File: config.mk
export PLATFORM = sky130hd
export DESIGN_NAME = hall_current_rms_meter
export DESIGN_NICKNAME = d
export VERILOG_FILES = /design/src/hcrm_pkg.sv /design/src/hall_current_rms_meter.sv
export SDC_FILE = /design/constraint.sdc
export NUM_CORES = 1
export LEC_CHECK = 0
export BUFFER_PORTS_ARGS = -buffer_cell sky130_fd_sc_hd__buf_2
export CAP_MARGIN = 20
export CORE_MARGIN = 4
export CORE_UTILIZATION = 31
export CTS_CLUSTER_SIZE = 40
export DETAILED_ROUTE_END_ITERATION = 6
export GPL_TIMING_DRIVEN = 0
export SLEW_MARGIN = 20
export SYNTH_ARGS = -nofsm -noshare
export SYNTH_HDL_FRONTEND = slang
export SYNTH_SLANG_ARGS = --single-unit
File: constraint.sdc
create_clock -name clk_i -period 19.88 [get_ports clk_i]
set_clock_uncertainty 0.1 [all_clocks]
set_input_delay 2.982 -clock clk_i [delete_from_list [all_inputs] [get_ports clk_i]]
set_output_delay 2.982 -clock clk_i [all_outputs]
set_load 0.02 [all_outputs]
File: src/hcrm_pkg.sv
// Package of the Hall current RMS meter: field widths, reset values,
// action and result codes, and the sequencer state encoding.
// No dependencies; the top level refers to it by scoped names.
package hcrm_pkg;

  // Fixed field widths.
  localparam int unsigned SAMPLE_W   = 10;
  localparam int unsigned GAIN_W     = 16;
  localparam int unsigned CURRENT_W  = 23;
  localparam int unsigned CAL_SUM_W  = 14;
  localparam int unsigned CAL_CNT_W  = 4;
  localparam int unsigned SQ_SUM_W   = 40;
  localparam int unsigned ROOT_W     = 24;
  localparam int unsigned MUL_B_W    = 16;
  localparam int unsigned MUL_DIGIT_W = 4;

  // Parameter defaults.
  localparam int unsigned ADC_BITS_DEFAULT    = 10;
  localparam int unsigned CAL_SAMPLES_DEFAULT = 10;
  localparam int unsigned MAX_WINDOW_DEFAULT  = 65536;

  // Reset values and limits.
  localparam logic [GAIN_W-1:0]    GAIN_RESET = 16'd5867;
  localparam logic [SAMPLE_W-1:0]  ZERO_RESET = 10'd512;
  localparam logic [CURRENT_W-1:0] CUR_MAX    = 23'h3F_FFFF;

  // Register map: index of each configuration register.
  localparam logic [0:0] REG_CURRENT_GAIN = 1'b0;

  typedef enum logic [1:0] {
    ACT_CAL      = 2'd0,
    ACT_SET_ZERO = 2'd1,
    ACT_DC       = 2'd2,
    ACT_RMS      = 2'd3
  } action_e;

  typedef enum logic [1:0] {
    KIND_DC   = 2'd0,
    KIND_RMS  = 2'd1,
    KIND_ZERO = 2'd2
  } kind_e;

  // What the shared multiplier or divider is currently working for.
  typedef enum logic [1:0] {
    JOB_CAL = 2'd0,
    JOB_DC  = 2'd1,
    JOB_SQ  = 2'd2,
    JOB_RMS = 2'd3
  } job_e;

  typedef enum logic [5:0] {
    ST_IDLE = 6'b000001,
    ST_MUL  = 6'b000010,
    ST_FIN  = 6'b000100,
    ST_DIV  = 6'b001000,
    ST_SQRT = 6'b010000,
    ST_OUT  = 6'b100000
  } state_e;

endpackage

File: src/hall_current_rms_meter.sv
// Hall current RMS meter top level: sample stream in, current stream out,
// APB register for the gain. Depends on hcrm_pkg.
//
// Each item carries one converter sample and an action. Calibrate items are
// summed, and every CAL_SAMPLES of them load their truncated mean as the zero
// point; set-zero items load the zero point directly; DC items answer the
// signed offset times the gain; RMS items add up squared offsets until the
// item marked last, which answers the root of the mean square times the gain.
// Items are taken one at a time: s_axis_tready is high only while the
// sequencer is idle, and a finished result waits in the output register
// without holding up the next item. All arithmetic runs on one shared
// datapath that is narrow by construction: a multiplier that consumes four
// bits of its second operand per cycle, a restoring divider that produces
// one quotient bit per cycle, and a square root that retires two radicand
// bits per cycle. A calibrate item that does not complete the set is only
// summed; a completing one runs 40 divide steps. A set-zero item goes
// straight to the output state, a DC item runs four multiply steps, and an
// RMS item that does not close the window four multiply steps and the
// accumulate. The closing RMS item runs the squaring, 40 divide steps for
// the mean, 24 root steps and four multiply steps by the gain.
module hall_current_rms_meter #(
  parameter int unsigned ADC_BITS    = hcrm_pkg::ADC_BITS_DEFAULT,
  parameter int unsigned CAL_SAMPLES = hcrm_pkg::CAL_SAMPLES_DEFAULT,
  parameter int unsigned MAX_WINDOW  = hcrm_pkg::MAX_WINDOW_DEFAULT
) (
  input  logic        clk_i,
  input  logic        rst_ni,

  input  logic        s_axis_tvalid,
  output logic        s_axis_tready,
  input  logic [15:0] s_axis_tdata,   // [9:0] sample_value
  input  logic        s_axis_tlast,   // last_in_window
  input  logic [1:0]  s_axis_tuser,   // [1:0] action

  output logic        m_axis_tvalid,
  input  logic        m_axis_tready,
  output logic [39:0] m_axis_tdata,   // [22:0] current_ma, [32:23] zero_value
  output logic [2:0]  m_axis_tuser,   // [1:0] result_kind, [2] saturated

  input  logic        psel,
  input  logic        penable,
  input  logic        pwrite,
  input  logic [2:0]  paddr,
  input  logic [31:0] pwdata,
  output logic [31:0] prdata,
  output logic        pready
);

  localparam int unsigned SampleW  = hcrm_pkg::SAMPLE_W;
  localparam int unsigned GainW    = hcrm_pkg::GAIN_W;
  localparam int unsigned CurW     = hcrm_pkg::CURRENT_W;
  localparam int unsigned CalSumW  = hcrm_pkg::CAL_SUM_W;
  localparam int unsigned CalCntW  = hcrm_pkg::CAL_CNT_W;
  localparam int unsigned SqSumW   = hcrm_pkg::SQ_SUM_W;
  localparam int unsigned RootW    = hcrm_pkg::ROOT_W;
  localparam int unsigned RadW     = 2 * RootW;
  localparam int unsigned SqRemW   = RootW + 2;
  localparam int unsigned MulW     = SqSumW;
  localparam int unsigned MulBW    = hcrm_pkg::MUL_B_W;
  localparam int unsigned DigitW   = hcrm_pkg::MUL_DIGIT_W;
  localparam int unsigned MulSteps = MulBW / DigitW;
  localparam int unsigned MulCntW  = $clog2(MulSteps);
  localparam int unsigned DivCntW  = $clog2(SqSumW);
  localparam int unsigned SqCntW   = $clog2(RootW);
  localparam int unsigned WinW     = $clog2(MAX_WINDOW + 1);
  localparam int unsigned DivW     = (WinW > CalCntW) ? WinW : CalCntW;
  localparam int unsigned ReadBits = (ADC_BITS < SampleW) ? ADC_BITS : SampleW;
  localparam logic [SampleW-1:0] ReadMask = SampleW'((32'd1 << ReadBits) - 32'd1);
  localparam logic [WinW-1:0]    MaxWin   = WinW'(MAX_WINDOW);
  localparam logic [CalCntW-1:0] CalLast  = CalCntW'(CAL_SAMPLES - 1);

  hcrm_pkg::state_e state_q, state_d;
  hcrm_pkg::job_e   job_q, job_d;

  logic [GainW-1:0]   gain_q;
  logic [SampleW-1:0] zero_q, zero_d;
  logic [CalSumW-1:0] cal_sum_q, cal_sum_d;
  logic [CalCntW-1:0] cal_cnt_q, cal_cnt_d;
  logic [SqSumW-1:0]  sq_sum_q, sq_sum_d;
  logic [WinW-1:0]    win_cnt_q, win_cnt_d;
  logic               ovf_q, ovf_d;
  logic               neg_q, neg_d;
  logic               last_q, last_d;

  // Multiplier.
  logic [MulW-1:0]    mul_a_q, mul_a_d;
  logic [MulBW-1:0]   mul_b_q, mul_b_d;
  logic [MulW-1:0]    mul_p_q, mul_p_d;
  logic [MulCntW-1:0] mul_cnt_q, mul_cnt_d;
  logic [MulW+DigitW-1:0] mul_prod;
  logic [MulW-1:0]    mul_p_nx;

  // Divider.
  logic [SqSumW-1:0]  div_n_q, div_n_d;
  logic [DivW-1:0]    div_r_q, div_r_d;
  logic [DivW-1:0]    div_v_q, div_v_d;
  logic [DivCntW-1:0] div_cnt_q, div_cnt_d;
  logic [DivW:0]      div_t;
  logic               div_ge;
  logic [SqSumW-1:0]  div_n_nx;
  logic [DivW-1:0]    div_r_nx;

  // Square root.
  logic [RadW-1:0]    sq_v_q, sq_v_d;
  logic [RootW-1:0]   sq_root_q, sq_root_d;
  logic [SqRemW-1:0]  sq_rem_q, sq_rem_d;
  logic [SqCntW-1:0]  sq_cnt_q, sq_cnt_d;
  logic [SqRemW+1:0]  sq_t;
  logic [SqRemW+1:0]  sq_trial;
  logic               sq_ge;
  logic [RootW-1:0]   sq_root_nx;
  logic [SqRemW-1:0]  sq_rem_nx;

  // Pending result and output register.
  hcrm_pkg::kind_e    res_kind_q, res_kind_d;
  logic [CurW-1:0]    res_cur_q, res_cur_d;
  logic               res_sat_q, res_sat_d;
  logic               m_valid_q, m_valid_d;
  logic [39:0]        m_data_q, m_data_d;
  logic [2:0]         m_user_q, m_user_d;

  // Input decode.
  logic               in_hs;
  hcrm_pkg::action_e  in_act;
  logic [SampleW-1:0] in_smp;
  logic [SampleW:0]   in_diff;
  logic [SampleW:0]   in_mag_full;
  logic [SampleW-1:0] in_mag;
  logic [CalSumW:0]   cal_sum_ext;
  logic [CalSumW-1:0] cal_sum_sat;
  logic [SqSumW:0]    sq_sum_ext;
  logic [SqSumW-1:0]  sq_sum_nx;
  logic [CurW-1:0]    dc_mag;
  logic [31:0]        rms_m;
  logic               cfg_wr;

  assign s_axis_tready = (state_q == hcrm_pkg::ST_IDLE);
  assign in_hs   = s_axis_tvalid && s_axis_tready;
  assign in_act  = hcrm_pkg::action_e'(s_axis_tuser);
  assign in_smp  = s_axis_tdata[SampleW-1:0] & ReadMask;
  assign in_diff = {1'b0, zero_q} - {1'b0, in_smp};
  assign in_mag_full = in_diff[SampleW] ? (~in_diff + 1'b1) : in_diff;
  assign in_mag  = in_mag_full[SampleW-1:0];

  assign cal_sum_ext = {1'b0, cal_sum_q} + (CalSumW + 1)'(in_smp);
  assign cal_sum_sat = cal_sum_ext[CalSumW] ? '1 : cal_sum_ext[CalSumW-1:0];

  // One multiplier digit per cycle: the low digit of b times the shifted a.
  assign mul_prod = mul_a_q * mul_b_q[DigitW-1:0];
  assign mul_p_nx = mul_p_q + mul_prod[MulW-1:0];

  // Restoring division, one quotient bit per cycle. The quotient shifts into
  // the dividend register as the dividend bits shift out.
  assign div_t    = {div_r_q, div_n_q[SqSumW-1]};
  assign div_ge   = (div_t >= {1'b0, div_v_q});
  assign div_r_nx = div_ge ? DivW'(div_t - {1'b0, div_v_q}) : div_t[DivW-1:0];
  assign div_n_nx = {div_n_q[SqSumW-2:0], div_ge};

  // Digit-by-digit square root on two radicand bits per cycle.
  assign sq_t       = {sq_rem_q, sq_v_q[RadW-1 -: 2]};
  assign sq_trial   = {2'b00, sq_root_q, 2'b01};
  assign sq_ge      = (sq_t >= sq_trial);
  assign sq_rem_nx  = sq_ge ? SqRemW'(sq_t - sq_trial) : sq_t[SqRemW-1:0];
  assign sq_root_nx = {sq_root_q[RootW-2:0], sq_ge};

  assign sq_sum_ext = {1'b0, sq_sum_q} + {1'b0, mul_p_q};
  assign sq_sum_nx  = sq_sum_ext[SqSumW] ? '1 : sq_sum_ext[SqSumW-1:0];

  assign dc_mag = mul_p_q[CurW+3:4];
  assign rms_m  = mul_p_q[MulW-1:8];

  always_comb begin
    state_d    = state_q;
    job_d      = job_q;
    zero_d     = zero_q;
    cal_sum_d  = cal_sum_q;
    cal_cnt_d  = cal_cnt_q;
    sq_sum_d   = sq_sum_q;
    win_cnt_d  = win_cnt_q;
    ovf_d      = ovf_q;
    neg_d      = neg_q;
    last_d     = last_q;
    mul_a_d    = mul_a_q;
    mul_b_d    = mul_b_q;
    mul_p_d    = mul_p_q;
    mul_cnt_d  = mul_cnt_q;
    div_n_d    = div_n_q;
    div_r_d    = div_r_q;
    div_v_d    = div_v_q;
    div_cnt_d  = div_cnt_q;
    sq_v_d     = sq_v_q;
    sq_root_d  = sq_root_q;
    sq_rem_d   = sq_rem_q;
    sq_cnt_d   = sq_cnt_q;
    res_kind_d = res_kind_q;
    res_cur_d  = res_cur_q;
    res_sat_d  = res_sat_q;
    m_valid_d  = m_valid_q && !m_axis_tready;
    m_data_d   = m_data_q;
    m_user_d   = m_user_q;

    unique case (state_q)
      hcrm_pkg::ST_IDLE: begin
        if (in_hs) begin
          neg_d  = in_diff[SampleW];
          last_d = s_axis_tlast;
          unique case (in_act)
            hcrm_pkg::ACT_CAL: begin
              if (cal_cnt_q == CalLast) begin
                div_n_d   = SqSumW'(cal_sum_sat);
                div_v_d   = DivW'(CAL_SAMPLES);
                div_r_d   = '0;
                div_cnt_d = '0;
                job_d     = hcrm_pkg::JOB_CAL;
                cal_sum_d = '0;
                cal_cnt_d = '0;
                state_d   = hcrm_pkg::ST_DIV;
              end else begin
                cal_sum_d = cal_sum_sat;
                cal_cnt_d = cal_cnt_q + 1'b1;
              end
            end
            hcrm_pkg::ACT_SET_ZERO: begin
              zero_d     = s_axis_tdata[SampleW-1:0];
              res_kind_d = hcrm_pkg::KIND_ZERO;
              res_cur_d  = '0;
              res_sat_d  = 1'b0;
              state_d    = hcrm_pkg::ST_OUT;
            end
            hcrm_pkg::ACT_DC: begin
              mul_a_d   = MulW'(in_mag);
              mul_b_d   = gain_q;
              mul_p_d   = '0;
              mul_cnt_d = '0;
              job_d     = hcrm_pkg::JOB_DC;
              state_d   = hcrm_pkg::ST_MUL;
            end
            hcrm_pkg::ACT_RMS: begin
              if (win_cnt_q >= MaxWin) begin
                // Window full: the sample is dropped and flagged.
                ovf_d = 1'b1;
                if (s_axis_tlast) begin
                  div_n_d   = sq_sum_q;
                  div_v_d   = DivW'(win_cnt_q);
                  div_r_d   = '0;
                  div_cnt_d = '0;
                  job_d     = hcrm_pkg::JOB_RMS;
                  state_d   = hcrm_pkg::ST_DIV;
                end
              end else begin
                mul_a_d   = MulW'(in_mag);
                mul_b_d   = MulBW'(in_mag);
                mul_p_d   = '0;
                mul_cnt_d = '0;
                job_d     = hcrm_pkg::JOB_SQ;
                state_d   = hcrm_pkg::ST_MUL;
              end
            end
            default: ;
          endcase
        end
      end

      hcrm_pkg::ST_MUL: begin
        mul_p_d   = mul_p_nx;
        mul_a_d   = {mul_a_q[MulW-DigitW-1:0], {DigitW{1'b0}}};
        mul_b_d   = {{DigitW{1'b0}}, mul_b_q[MulBW-1:DigitW]};
        mul_cnt_d = mul_cnt_q + 1'b1;
        if (mul_cnt_q == MulCntW'(MulSteps - 1)) begin
          state_d = hcrm_pkg::ST_FIN;
        end
      end

      hcrm_pkg::ST_FIN: begin
        case (job_q)
          hcrm_pkg::JOB_DC: begin
            res_kind_d = hcrm_pkg::KIND_DC;
            res_cur_d  = neg_q ? (~dc_mag + 1'b1) : dc_mag;
            res_sat_d  = 1'b0;
            state_d    = hcrm_pkg::ST_OUT;
          end
          hcrm_pkg::JOB_SQ: begin
            sq_sum_d  = sq_sum_nx;
            win_cnt_d = win_cnt_q + 1'b1;
            if (sq_sum_ext[SqSumW]) begin
              ovf_d = 1'b1;
            end
            if (last_q) begin
              div_n_d   = sq_sum_nx;
              div_v_d   = DivW'(win_cnt_q + 1'b1);
              div_r_d   = '0;
              div_cnt_d = '0;
              job_d     = hcrm_pkg::JOB_RMS;
              state_d   = hcrm_pkg::ST_DIV;
            end else begin
              state_d = hcrm_pkg::ST_IDLE;
            end
          end
          hcrm_pkg::JOB_RMS: begin
            res_kind_d = hcrm_pkg::KIND_RMS;
            res_cur_d  = (rms_m > 32'(hcrm_pkg::CUR_MAX)) ? hcrm_pkg::CUR_MAX
                                                          : rms_m[CurW-1:0];
            res_sat_d  = ovf_q;
            sq_sum_d   = '0;
            win_cnt_d  = '0;
            ovf_d      = 1'b0;
            state_d    = hcrm_pkg::ST_OUT;
          end
          default: state_d = hcrm_pkg::ST_IDLE;
        endcase
      end

      hcrm_pkg::ST_DIV: begin
        div_n_d   = div_n_nx;
        div_r_d   = div_r_nx;
        div_cnt_d = div_cnt_q + 1'b1;
        if (div_cnt_q == DivCntW'(SqSumW - 1)) begin
          if (job_q == hcrm_pkg::JOB_CAL) begin
            zero_d     = (|div_n_nx[SqSumW-1:SampleW]) ? '1 : div_n_nx[SampleW-1:0];
            res_kind_d = hcrm_pkg::KIND_ZERO;
            res_cur_d  = '0;
            res_sat_d  = 1'b0;
            state_d    = hcrm_pkg::ST_OUT;
          end else begin
            // The root is taken of mean * 256 to get four fractional bits.
            sq_v_d    = {div_n_nx, 8'h00};
            sq_root_d = '0;
            sq_rem_d  = '0;
            sq_cnt_d  = '0;
            state_d   = hcrm_pkg::ST_SQRT;
          end
        end
      end

      hcrm_pkg::ST_SQRT: begin
        sq_v_d    = {sq_v_q[RadW-3:0], 2'b00};
        sq_root_d = sq_root_nx;
        sq_rem_d  = sq_rem_nx;
        sq_cnt_d  = sq_cnt_q + 1'b1;
        if (sq_cnt_q == SqCntW'(RootW - 1)) begin
          mul_a_d   = MulW'(sq_root_nx);
          mul_b_d   = gain_q;
          mul_p_d   = '0;
          mul_cnt_d = '0;
          state_d   = hcrm_pkg::ST_MUL;
        end
      end

      hcrm_pkg::ST_OUT: begin
        if (!m_valid_q || m_axis_tready) begin
          m_valid_d = 1'b1;
          m_data_d  = {7'b0, zero_q, res_cur_q};
          m_user_d  = {res_sat_q, res_kind_q};
          state_d   = hcrm_pkg::ST_IDLE;
        end
      end

      default: state_d = hcrm_pkg::ST_IDLE;
    endcase
  end

  // Configuration port.
  assign cfg_wr = psel && penable && pwrite && (paddr[2] == hcrm_pkg::REG_CURRENT_GAIN);
  assign pready = 1'b1;
  assign prdata = (paddr[2] == hcrm_pkg::REG_CURRENT_GAIN) ? {16'h0000, gain_q} : 32'h0;

  always_ff @(posedge clk_i or negedge rst_ni) begin
    if (!rst_ni) begin
      state_q   <= hcrm_pkg::ST_IDLE;
      job_q     <= hcrm_pkg::JOB_CAL;
      gain_q    <= hcrm_pkg::GAIN_RESET;
      zero_q    <= hcrm_pkg::ZERO_RESET;
      cal_sum_q <= '0;
      cal_cnt_q <= '0;
      sq_sum_q  <= '0;
      win_cnt_q <= '0;
      ovf_q     <= 1'b0;
      mul_cnt_q <= '0;
      div_cnt_q <= '0;
      sq_cnt_q  <= '0;
      m_valid_q <= 1'b0;
    end else begin
      state_q   <= state_d;
      job_q     <= job_d;
      if (cfg_wr) begin
        gain_q <= pwdata[GainW-1:0];
      end
      zero_q    <= zero_d;
      cal_sum_q <= cal_sum_d;
      cal_cnt_q <= cal_cnt_d;
      sq_sum_q  <= sq_sum_d;
      win_cnt_q <= win_cnt_d;
      ovf_q     <= ovf_d;
      mul_cnt_q <= mul_cnt_d;
      div_cnt_q <= div_cnt_d;
      sq_cnt_q  <= sq_cnt_d;
      m_valid_q <= m_valid_d;
    end
  end

  always_ff @(posedge clk_i) begin
    neg_q      <= neg_d;
    last_q     <= last_d;
    mul_a_q    <= mul_a_d;
    mul_b_q    <= mul_b_d;
    mul_p_q    <= mul_p_d;
    div_n_q    <= div_n_d;
    div_r_q    <= div_r_d;
    div_v_q    <= div_v_d;
    sq_v_q     <= sq_v_d;
    sq_root_q  <= sq_root_d;
    sq_rem_q   <= sq_rem_d;
    res_kind_q <= res_kind_d;
    res_cur_q  <= res_cur_d;
    res_sat_q  <= res_sat_d;
    m_data_q   <= m_data_d;
    m_user_q   <= m_user_d;
  end

  assign m_axis_tvalid = m_valid_q;
  assign m_axis_tdata  = m_data_q;
  assign m_axis_tuser  = m_user_q;

  // The divisor is a window count or the calibration size, never zero.
  assert property (@(posedge clk_i) disable iff (!rst_ni)
    (state_q == hcrm_pkg::ST_DIV) |-> (div_v_q != '0))
    else $error("divider running with a zero divisor");

  // A restoring step must leave a partial remainder below the divisor.
  assert property (@(posedge clk_i) disable iff (!rst_ni)
    (state_q == hcrm_pkg::ST_DIV) && (div_cnt_q != '0) |-> (div_r_q < div_v_q))
    else $error("partial remainder not below divisor");

  assert property (@(posedge clk_i) disable iff (!rst_ni)
    win_cnt_q <= MaxWin)
    else $error("window count beyond the window limit");

  assert property (@(posedge clk_i) disable iff (!rst_ni)
    cal_cnt_q <= CalLast)
    else $error("calibration count reached the set size without closing");

  // A finished result moves into a free output slot; the sequencer goes idle.
  assert property (@(posedge clk_i) disable iff (!rst_ni)
    (state_q == hcrm_pkg::ST_OUT) && (!m_valid_q || m_axis_tready) |=>
      m_valid_q && (state_q == hcrm_pkg::ST_IDLE))
    else $error("finished result not moved into the output register");

endmodule
# --- After elaboration in Yosys (flattened, before gate mapping) ---
# Index checks and enable logic that the tools add are counted.
# Widths: inputs -> output; s select.
classes:
  n_lt_le_gt_ge: 4
  eq_ne: 39
  muxes: 129
  mul: 1
  reduce_logical: 31
  add_sub_neg: 13
  bitwise_logic: 3
op_table:
  columns: ["op", "n"]
  rows:
  - ["$mux 40", 13]
  - ["$pmux 40 s3", 3]
  - ["$pmux 40 s2", 4]
  - ["$mux 17", 13]
  - ["$mux 23", 6]
  - ["$pmux 17 s2", 4]
  - ["$mux 48", 2]
  - ["$pmux 48 s2", 1]
  - ["$mux 6", 15]
  - ["$mux 26", 3]
  - ["$pmux 23 s3", 1]
  - ["$mux 16", 4]
  - ["$mux 10", 6]
  - ["$pmux 26 s2", 1]
  - ["$pmux 17 s3", 1]
  - ["$mux 24", 2]
  - ["$pmux 16 s3", 1]
  - ["$pmux 24 s2", 1]
  - ["$pmux 23 s2", 1]
  - ["$add 40x40->41", 1]
  - ["$add 40x40->40", 1]
  - ["$mul 40x4->40", 1]
  - ["$pmux 6 s6", 1]
  - ["$gt 32x22->1 const B", 1]
  - ["other kinds (63)", 133]
totals:
  ff_bits: 456
  inputBits: 61
  output_inout_bits: 78
  elab_cells: 249

# --- Depth between registers and ports, before layout ---
logic_depth:
  word_depth: 8
  mapped_depth: 20
  ltp_nobuf: 18

# --- Least setup slack after synthesis ---
# Ideal clock, no wire load.
synth_path:
  path_type: "input to register"
  from: "input s_axis_tuser[0]"
  to: "register mul_cnt_q[0]"
  path_stages: 7
  n_path_buf: 1
  t_arrival_ns: 11.152
  required_ns: 19.344
  slack_ns: 8.193
  cell_sequence: "ha_1 inv_1 clkbuf_1 a21oi_1 nand2b_1 a21boi_0 a21oi_1"
synth_via:
  elab_chain_len: 4
  elab_cells_between_ends: 8
synth_rtl:
  columns: ["element", "line_no", "text"]
  rows:
  - ["from (decl)", "hall_current_rms_meter.sv:33", "input logic [1:0] s_axis_tuser,"]
  - ["$eq 2x2->1", "hall_current_rms_meter.sv:207", "unique case (in_act)"]
  - ["$pmux 2 s2", "hall_current_rms_meter.sv:207", null]
  - ["$mux 2", "hall_current_rms_meter.sv:204", "if (in_hs) begin"]
  - ["$pmux 2 s3", "hall_current_rms_meter.sv:202", "unique case (state_q)"]
  - ["to (signal assigned)", "hall_current_rms_meter.sv:394", "mul_cnt_q <= mul_cnt_d;"]
  - ["to (decl)", "hall_current_rms_meter.sv:89", "logic [MulCntW-1:0] mul_cnt_q, mul_cnt_d;"]
# Several ways; a longest one is shown, not always the timed one. The select of a mux whose other input is x is not followed.
# A chain may end at the register's enable or synchronous reset.

# --- Final worst setup path ---
layout_path:
  from: "input paddr[2]"
  to: "output prdata[6]"
layout_via:
  elab_chain_len: 1
layout_rtl:
  columns: ["element", "line_no", "text"]
  rows:
  - ["from (decl)", "hall_current_rms_meter.sv:43", "input logic [2:0] paddr,"]
  - ["$mux 16", "hall_current_rms_meter.sv:365", "assign prdata = (paddr[2] == hcrm_pkg::REG_CURRENT_GAIN) ? {16'h0000, gain_q} : 32'h0;"]
  - ["to (decl)", "hall_current_rms_meter.sv:45", "output logic [31:0] prdata,"]
# Every way passes these cells.

==> results.cfg <==
[run_status]
status = complete, no violations

[critical_path]
r2r_cells = 19
crit_type = primary input to primary output
critPathLaunchType = primary input
cp.arrival_ns = 3.83
worstPathRequired_ns = 16.80
crit_fanout = 10
end_kind = primary output

[clock_network]
cts_setup_buffers = 0
cts_tree = yes
cts_made_buffers = 51
cts_root_buf = clkbuf_16
numClockSinks = 448
clockBufferDepth = 3
htree_levels = 2
post_cts_resized = 0
clkTransAtPathRegs_ns = 0.06
postCtsHoldBufs = 0
clk-insertion-delay-late_ns = 0.62

[floorplanning]
coreArea_um2 = 97100
io_pins = 139
fp.dieH_um = 322
die_area_um2 = 104000
rows = 114
start_util_pct = 31.4
die_w_um = 322

[min_path]
holdPathStages = 0
min-delay-path-class = flop to flop

[pwr]
leakage_nw = 14.8
power.total_mw = 6.87
power_density_nw_per_um2 = 198
ir_worst_vdd_v = 0.000118
power_frac_comb_pct = 61.9
internal_power_mw = 3.71
switching_share_pct = 46.1
clockPowerShare_pct = 14.4
power.switching_mw = 3.17
p_seq_share_pct = 23.7

[detailed_routing]
drt_iter0_drc = 1848
via_per_inst = 5.05
antenna_left = 0
wl_um = 85400
routed-via-count = 23641
drc_errors = 0
dr.pass1.iters = 6
detail_route.wl_per_cell_um = 18.3

[sta]
layout_setup_ws_ns = 12.97
finalCritPeriodShare_pct = 34.8
fin_hold_ws_ns = 0.315
hold_viol = 0
drv_slew = 0
fin_crit_ns = 6.91
worst_pin_slew_ns = 1.14
rsz0062_at_grt = no
setup_violations = 0
fmax_mhz = 145
fin_tns_setup_ns = 0
maxSlewHeadroom_pct = 23.7

[finish]
synthToLayoutAreaGrowth_pct = 13.9
fill_cells = 9758
num_antenna_cells = 0
layout-drive-gt1-share_pct = 8.32
fin_nets = 3693

[placement]
gp_congestion = 0.875
io_buffers = 90
dp_hpwl_um = 67000
post-place-ws_ns = 12.93

[logic_synthesis]
ys_types = 80
synth_cells = 3183
seq_area_frac_synth_pct = 42.1
yosysWarnings = 0
mappedNetlistArea_um2 = 30500
synth_top_area_cell = edfxtp_1
ys.flop_type = edfxtp_1
synth_edf_count = 324
synth.top_cell.area_share_pct = 31.9
async_flop_share_pct = 27.7
synth_top_cells_by_area = edfxtp_1, dfrtp_1, fa_1
avgSynthCellArea_um2 = 9.59
ys_seq_elements = 448

[global_route]
overflow = 0
grt_usage_pct = 16.3
grt_pass1_wl_um = 134000
grt_pass1_vias = 23428
grt_max_degree = 69
antenna_found_initial = 1

[flow_run]
max_cap_violations = 0
routing by layer:
layer | GRT usage [%] | vias up | wire length [um] | share of wire (%)
met2 | 28.3 | 622 | 41300 | 48
met3 | 1.87 | 117 | 4170 | 4.9
li1 | - | 11423 | - | -
met1 | 21.7 | 11479 | 37900 | 44
met4 | 4.21 | 0 | 2000 | 2.3
met5 | 0 | - | 0 | 0
cell type report:
class / instances / area (um2) / area share, %
Inverter: 275 / 1030 / 2.97
Multi-Input combinational cell: 2325 / 16000 / 46.1
Buffer: 157 / 732 / 2.11
Sequential cell: 448 / 12800 / 37.0
Timing Repair Buffer: 102 / 763 / 2.20
Clock buffer: 62 / 1360 / 3.91
Clock inverter: 33 / 394 / 1.13
Tap cell: 1276 / 1600 / 4.60
worst max-delay path, cell delays in order:
cell	delay, ns
buf_2	0.21
clkbuf_1	0.37
nor2b_1	0.09
buf_2	0.17
cells in the mapped netlist, types with 8 or more instances:
cell type / n
nand2_1: 407
edfxtp_1: 324
inv_1: 275
o21ai_0: 228
nor2_1: 224
a21oi_1: 189
and2_1: 168
ha_1: 158
fa_1: 114
dfrtp_1: 113
clkbuf_1: 109
xnor2_1: 99
a21o_1: 78
xor2_1: 58
nand3_1: 47
nor3_1: 40
a22oi_1: 38
nor2b_1: 36
and3_1: 30
o31ai_1: 29
a31oi_1: 25
buf_4: 24
nand2b_1: 24
a211oi_1: 23
nand4_1: 22
o21a_1: 20
nor4_1: 18
mux2_2: 17
mux2i_1: 15
o211ai_1: 15
o21bai_1: 14
or3_1: 14
o221ai_1: 13
buf_2: 12
o22ai_1: 12
dfstp_2: 11
nor3b_1: 10
nand3b_1: 8
power by group through the flow:
stage	sequential (mW)	combinational, mW	clock [mW]
global route	1.65	4.79	1.05
detailed placement	1.64	4.22	0
global placement	1.69	4.11	0
floorplan	1.56	3.27	0
CTS	1.62	4.25	1.01
finish	1.63	4.25	0.993
flip-flops by register name (all words and copies together), names as in the netlist, 2 cells and up:
signal,count
div_n_q,40
mul_a_q,40
mul_p_q,40
sq_sum_q,40
sq_v_q,40
m_axis_tdata,33
sq_rem_q,26
sq_root_q,24
res_cur_q,23
div_r_q,17
div_v_q,17
win_cnt_q,17
gain_q,16
mul_b_q,16
cal_sum_q,14
zero_q,10
div_cnt_q,6
state_q,6
sq_cnt_q,5
cal_cnt_q,4
m_axis_tuser,3
job_q,2
mul_cnt_q,2
res_kind_q,2
metrics by stage:
stage	cell area [um2]	utilization [%]	instances
after CTS	34700	35.8	4678
after global placement	32600	33.6	4571
after global routing	34700	35.8	4678
after detailed placement	33000	34.0	4583
final	34700	35.8	4678
after floorplan	30600	-	3205
final timing paths:
| path | startpoint | endpoint | slack, ns |
|---|---|---|---|
| min in group asynchronous | rst_ni | gain_q[14] | 2.20 |
| max in group asynchronous | rst_ni | state_q[0] | 16.69 |
| hold reg to reg | res_cur_q[9] | m_axis_tdata[9] | 0.32 |
| setup / recovery | paddr[2] | prdata[6] | 12.97 |
| setup reg to reg | mul_b_q[1] | mul_p_q[32] | 13.03 |
| hold / removal | res_cur_q[9] | m_axis_tdata[9] | 0.32 |
cell usage in the layout, fill, tap and decap left out, types with 40 or more instances in the layout:
cell type	count
nand2_1	407
edfxtp_1	324
inv_1	275
o21ai_0	228
nor2_1	222
a21oi_1	188
and2_1	168
ha_1	158
clkbuf_1	116
fa_1	114
dfrtp_1	113
buf_2	101
xnor2_1	99
a21o_1	77
xor2_1	58
clkbuf_16	51
nand3_1	47
nor3_1	40
logic make-up (layout without fill, tap and decap cells):
kind of cell	count (synthesis)	count (layout)	synth area share, %
and+or+nand+nor	1079	1079	16.9
AOI/OAI and AO/OA	761	761	15.6
DFF	448	448	42.1
buffers and inverters	432	629	5.78
adders and majority gates	272	272	14.0
xor gates and xnor gates	157	157	4.51
muxes	32	32	1.12
other	2	24	0.0246
No activity file was read; power rests on OpenSTA's default activity.
